===== config.mk =====
export PLATFORM = sky130hd
export DESIGN_NAME = cfr_ctrl
export DESIGN_NICKNAME = d
export VERILOG_FILES = /design/src/hdl/cfr_pkg.sv /design/src/hdl/cfr_ctrl.sv
export VERILOG_INCLUDE_DIRS = /design/src /design/src/hdl
export SDC_FILE = /design/constraint.sdc
export NUM_CORES = 1
export LEC_CHECK = 0
export BUFFER_PORTS_ARGS = -buffer_cell sky130_fd_sc_hd__buf_4
export CORE_AREA = 4 4 41 43
export CTS_CLUSTER_DIAMETER = 50
export CTS_CLUSTER_SIZE = 10
export DETAILED_ROUTE_END_ITERATION = 10
export DIE_AREA = 0 0 45 47
export GPL_TIMING_DRIVEN = 0
export PLACE_DENSITY_LB_ADDON = 0.08
export SYNTH_ARGS = -nofsm -noshare
export SYNTH_HDL_FRONTEND = slang
export SYNTH_SLANG_ARGS = --single-unit

===== constraint.sdc =====
create_clock -name clk -period 1.5 [get_ports clk]
set_input_delay 0.3 -clock clk [delete_from_list [all_inputs] [get_ports clk]]
set_output_delay 0.3 -clock clk [all_outputs]
set_load 0.05 [all_outputs]

===== src/hdl/assert_macros.svh =====
// Assertion macros shared by the clipped rectangle fill RTL.
// Each macro expects signals named clk and rst_n in the module that uses it.
`ifndef ASSERT_MACROS_SVH
`define ASSERT_MACROS_SVH

// Same-cycle implication, switched off while reset is asserted.
`define ASSERT_IMPLIES(label, ante, cons) \
    label: assert property (@(posedge clk) disable iff (!rst_n) (ante) |-> (cons)) \
        else $error("assertion failed: same-cycle implication");

// Next-cycle implication, switched off while reset is asserted.
`define ASSERT_NEXT(label, ante, cons) \
    label: assert property (@(posedge clk) disable iff (!rst_n) (ante) |=> (cons)) \
        else $error("assertion failed: next-cycle implication");

`endif


===== src/hdl/cfr_pkg.sv =====
// Package for the clipped rectangle fill block: sizes, codes, state and
// control types, and the colour mask function. Depends on nothing.
`timescale 1ns / 1ps

package cfr_pkg;

    // Framebuffer geometry and pixel storage width.
    localparam int MAX_WIDTH   = 128;
    localparam int MAX_HEIGHT  = 128;
    localparam int PIXEL_BITS  = 32;
    localparam int STORE_DEPTH = MAX_WIDTH * MAX_HEIGHT;
    localparam int ADDR_W      = (STORE_DEPTH > 1) ? $clog2(STORE_DEPTH) : 1;

    // Field widths.
    localparam int DIM_W      = 8;
    localparam int BPP_W      = 3;
    localparam int COORD_W    = 16;
    localparam int COLOR_W    = 32;
    localparam int COUNT_W    = 15;
    localparam int CFG_IDX_W  = 2;
    localparam int CFG_DATA_W = 8;

    // Register values after reset.
    localparam logic [DIM_W-1:0] WIDTH_RESET  = DIM_W'(128);
    localparam logic [DIM_W-1:0] HEIGHT_RESET = DIM_W'(128);
    localparam logic [BPP_W-1:0] BPP_RESET    = BPP_W'(3);

    typedef enum logic [0:0] {
        CMD_FILL = 1'b0,
        CMD_READ = 1'b1
    } cmd_t;

    typedef enum logic [CFG_IDX_W-1:0] {
        REG_IMAGE_WIDTH  = 2'd0,
        REG_IMAGE_HEIGHT = 2'd1,
        REG_PIXEL_BYTES  = 2'd2
    } cfg_reg_t;

    typedef enum logic [2:0] {
        ST_CLEAR,
        ST_IDLE,
        ST_SETUP,
        ST_PREP,
        ST_FILL,
        ST_READ,
        ST_FINISH
    } state_t;

    // Commands from the controller to the datapath.
    typedef struct packed {
        logic clear_step;
        logic load_item;
        logic setup;
        logic prep;
        logic fill_step;
        logic read_mem;
        logic load_out;
    } cfr_cmd_t;

    // Status from the datapath to the controller.
    typedef struct packed {
        logic clear_last;
        logic is_read;
        logic fill_go;
        logic read_bad;
        logic fill_last;
    } cfr_status_t;

    // Keeps as many low colour bytes as the pixel size register gives, with
    // zero taken as one byte and anything above four as four, and never more
    // than the stored bits.
    function automatic logic [PIXEL_BITS-1:0] color_mask(input logic [BPP_W-1:0] bpp);
        int bytes;
        int bits;
        logic [PIXEL_BITS-1:0] mask;
        bytes = int'(bpp);
        if (bytes == 0)
        begin
            bytes = 1;
        end
        if (bytes > 4)
        begin
            bytes = 4;
        end
        bits = bytes * 8;
        if (bits > PIXEL_BITS)
        begin
            bits = PIXEL_BITS;
        end
        for (int b = 0; b < PIXEL_BITS; b++)
        begin
            mask[b] = (b < bits);
        end
        return mask;
    endfunction

endpackage


===== src/hdl/cfr_ctrl.sv =====
// Controller of the clipped rectangle fill block: sequences the clearing
// pass, clipping, fill walk, pixel read and result hand-off. Depends on cfr_pkg.
`timescale 1ns / 1ps
`include "assert_macros.svh"

module cfr_ctrl import cfr_pkg::*; (
    input  logic        clk,
    input  logic        rst_n,
    input  logic        req_valid,
    output logic        req_ready,
    output logic        rsp_valid,
    input  logic        rsp_ready,
    input  cfr_status_t status,
    output cfr_cmd_t    cmd
);

    state_t state_reg;
    state_t state_next;
    logic   rsp_valid_reg;
    logic   rsp_valid_next;
    logic   out_free;

    // The result register can take a new result once its current one leaves.
    assign out_free = !rsp_valid_reg || rsp_ready;

    always_comb
    begin
        state_next = state_reg;
        unique case (state_reg)
            ST_CLEAR:
            begin
                if (status.clear_last)
                begin
                    state_next = ST_IDLE;
                end
            end
            ST_IDLE:
            begin
                if (req_valid)
                begin
                    state_next = ST_SETUP;
                end
            end
            ST_SETUP:
            begin
                state_next = ST_PREP;
            end
            ST_PREP:
            begin
                priority if (status.is_read && !status.read_bad)
                begin
                    state_next = ST_READ;
                end
                else if (!status.is_read && status.fill_go)
                begin
                    state_next = ST_FILL;
                end
                else
                begin
                    state_next = ST_FINISH;
                end
            end
            ST_FILL:
            begin
                if (status.fill_last)
                begin
                    state_next = ST_FINISH;
                end
            end
            ST_READ:
            begin
                state_next = ST_FINISH;
            end
            ST_FINISH:
            begin
                if (out_free)
                begin
                    state_next = ST_IDLE;
                end
            end
            default:
            begin
                state_next = ST_IDLE;
            end
        endcase
    end

    always_comb
    begin
        cmd       = '0;
        req_ready = 1'b0;
        unique case (state_reg)
            ST_CLEAR:
            begin
                cmd.clear_step = 1'b1;
            end
            ST_IDLE:
            begin
                req_ready     = 1'b1;
                cmd.load_item = req_valid;
            end
            ST_SETUP:
            begin
                cmd.setup = 1'b1;
            end
            ST_PREP:
            begin
                cmd.prep = 1'b1;
            end
            ST_FILL:
            begin
                cmd.fill_step = 1'b1;
            end
            ST_READ:
            begin
                cmd.read_mem = 1'b1;
            end
            ST_FINISH:
            begin
                cmd.load_out = out_free;
            end
            default:
            begin
                cmd = '0;
            end
        endcase
    end

    always_comb
    begin
        if (cmd.load_out)
        begin
            rsp_valid_next = 1'b1;
        end
        else if (rsp_ready)
        begin
            rsp_valid_next = 1'b0;
        end
        else
        begin
            rsp_valid_next = rsp_valid_reg;
        end
    end

    assign rsp_valid = rsp_valid_reg;

    always_ff @(posedge clk or negedge rst_n)
    begin
        if (!rst_n)
        begin
            state_reg     <= ST_CLEAR;
            rsp_valid_reg <= 1'b0;
        end
        else
        begin
            state_reg     <= state_next;
            rsp_valid_reg <= rsp_valid_next;
        end
    end

    // No request is taken before the clearing pass has finished.
    `ASSERT_IMPLIES(a_no_req_in_clear, state_reg == ST_CLEAR, !req_ready)
    // A new result only appears out of the finishing step.
    `ASSERT_IMPLIES(a_rsp_from_finish, $rose(rsp_valid_reg), $past(state_reg == ST_FINISH))
    // The last fill pixel always leads to the finishing step.
    `ASSERT_NEXT(a_fill_ends, (state_reg == ST_FILL) && status.fill_last,
                 state_reg == ST_FINISH)

endmodule


==> run_results.csv <==
group,metric,value,unit
cells_and_area,design_area,694,um^2
floorplan,pin_count,18,
clock_network,cts_tree,"done",
sta,timing.final.crit_share,102,%
sta,fin_ws,-0.0294,ns
place,numPortBuffers,17,
power,total_leakage_power,0.320,nW
critical_path,r2r_cells,4,
place,dp_cells,70,
sta,skew,0.00690,ns
clock_network,clk_latency,0.24,ns
cells_and_area,syn2layout_area_growth,123,%
global_routing,grt_max_degree,6,
critical_path,crit_start,"state_reg[2]",
synth,syn_nets,47,
synth,netlist_top_cells_count,"nor2_1, dfrtp_1, inv_1, nor3_1",
synth,synthMuxAreaShare,4.82,%
clock_network,cts-root-buf,"clkbuf_4",
synth,synthArstFlopShare,100,%
detailed_routing,wirelength,1030,um
synth,synth_cell_type_count,23,
cells_and_area,fill_cells,134,
power,power-per-cell-area,2650,nW/um^2
critical_path,worst_setup_path_end_kind,"primary output",
critical_path,start_kind,"flip-flop",
run,maxCapViolations,0,
critical_path,critPathCapture,"cmd[5]",
cells_and_area,largest_register_ffs,3,
critical_path,r2r-start,"state_reg[0]",
detailed_routing,drt-wirelength-per-cell,12.1,um
floorplan,core,1300,um^2
floorplan,dieHeight,47,um
status,violations,"setup timing",
clock_network,cts_buffers,3,
detailed_routing,vias,389,
detailed_routing,drt_iter0_markers,1,
floorplan,rows,13,
clock_network,cts-htree-levels,1,
min_path,holdCritPathClass,"in2reg",
synth,ys_seq_elements,4,
global_routing,grt_usage,11.8,%
sta,relSlewSlack,85.2,%
sta,fmax,654,MHz
synth,yosysTopAreaCell,"dfrtp_1",
sta,final-hold-violation-count,0,
status,outcome,"finished with violations",
synth,synth_top_family_by_area,"simple AND/OR/NAND/NOR gates",
place,routabilityCongestion,0.689,
sta,slew_violations,0,
sta,finalSetupViolCount,4,
clock_network,clk_pin_slew,0.04,ns
detailed_routing,ant_nets,0,
power,vdd_ir_drop_max,1.22,mV
global_routing,grt_overflow,0,
detailed_routing,drt-vias-per-instance,4.58,
cells_and_area,drive_gt1_share,74.3,%
critical_path,rr_endpoint,"state_reg[0]",
critical_path,reg2reg_slack,0.03,ns
synth,ys.flop_type,"dfrtp_1",
floorplan,die_area,2120,um^2
synth,yosysWarnings,0,
global_routing,antenna_found_initial,0,
synth,synth_xor_area_share,0,%
critical_path,path_max_fanout,5,
floorplan,initial_core_util,23.9,%
critical_path,criticalPathCategory,"reg2out",
synth,syn_area,312,um^2
clock_network,clock_sinks,4,
critical_path,cp.required,1.20,ns
synth,synth-simple-area-share,28.9,%
global_routing,grt_pass1_vias,399,
cells_and_area,nNetsFinal,80,
synth,synth_top_cell_area_share,32.1,%
detailed_routing,drc,0,
detailed_routing,first_pass_iters,2,
place,placed_cell_area,488,um^2
cells_and_area,antenna_cells,0,
synth,synth-adder-area-share,0,%
floorplan,die_x,45,um
cells_and_area,instances_no_fill,85,
critical_path,worstPathArrival,1.23,ns
global_routing,grt_pass1_wl,1710,um
place,dp.final_hpwl,658,um
synth,synth_compound_area_share,22.9,%
synth,synth-edff-count,0,
synth,synth.area.top_cells,"dfrtp_1, nor2_1, nor3_1",
sta,rsz0062_at_grt,"yes",
synth,syn_inst,38,
synth,synth_seq_area_share,32.1,%
synth,avgSynthCellArea,8.20,um^2
sta,worstMarginPinSlew,0.221,ns
synth,yosysMostFrequentCell,"nor2_1",
sta,min_period,1.53,ns
clock_network,clk_path_buf_depth,2,
-- layout by cell type, fill, tap and decap left out, types with 2 or more instances in the layout --
master    instances
dfrtp_2           3
o22ai_1           2
nor2_4            2
buf_8             4
nor2_1            2
clkbuf_4          3
buf_6             4
nand2b_1          2
buf_4            21
a21oi_1           2
nor2b_1           2
nor3_4            2
-- worst min path at each step --
stage	cells after the start	to	startpoint	slack [ns]
2_1_floorplan	0	rsp_valid	rst_n	0.004
5_1_grt	3	rsp_valid	rsp_ready	0.36
4_1_cts	3	rsp_valid	rsp_ready	0.34
6_report	3	rsp_valid	rsp_ready	0.34
3_3_place_gp	1	state_reg[2]	rst_n	0.1
3_5_place_dp	1	state_reg[2]	rst_n	0.1
-- critical path, stage by stage, from the launching register on --
cell and delay, ns:
dfrtp_2 0.43, nand2b_4 0.18, nor2_4 0.11, and2_4 0.14
buf_8 0.13
-- area by class of cell --
type | instances | area, um^2 | area share, %
inverter | 3 | 16.3 | 2.34
tap | 15 | 18.8 | 2.70
multi-input combinational | 28 | 251 | 36.2
clock buffer | 4 | 26.3 | 3.78
timing repair buffer | 29 | 259 | 37.3
sequential | 4 | 104 | 15.0
buffer | 2 | 18.8 | 2.70
-- logic make-up (layout without fill, tap and decap cells) --
group                  after synthesis  in the layout
DFF                                  4              4
buffers and inverters                6             38
AOI/OAI and AO/OA                   10             10
and+or+nand+nor                     17             17
muxes                                1              1
-- repair_timing --
item                                   in CTS  in global routing
resized for setup                          20                  8
endpoints found under the hold margin       4                  0
gates cloned                                1                  0
setup buffers                               8                  2
pin swaps                                   4                  5
setup endpoints to repair                   9                  9
hold buffers                                1                  0
-- stage by stage --
stage | utilization, % | hold WS (ns) | worst slack [ns] | setup TNS, ns | power [mW]
after global placement | 37.5 | 0.0979 | -0.0494 | -0.0494 | 1.25
after floorplan | - | 0.00441 | -0.151 | -0.505 | 1.01
after global routing | 53.4 | 0.355 | -0.0712 | -0.308 | 1.96
after CTS | 50.5 | 0.340 | -0.0582 | -0.132 | 1.75
after detailed placement | 37.5 | 0.0981 | -0.0455 | -0.0455 | 1.25
final | 53.4 | 0.345 | -0.0294 | -0.0511 | 1.84
-- power breakdown --
part / internal (mW) / switching (mW) / leakage, nW
Combinational: 0.653 / 0.799 / 0.260
Sequential: 0.173 / 0.0686 / 0.0455
Clock: 0.100 / 0.0472 / 0.0150
Total: 0.926 / 0.915 / 0.320
-- routing by layer --
layer	wire length, um	vias to the layer above	global-route usage (%)	share of wire, %
met5	0	-	0	0
met4	20	0	12.3	1.9
met3	47	2	1.53	4.6
met2	524	11	18.4	51
met1	436	176	13.5	42
li1	-	200	-	-
(Power assumes the default switching activity.)
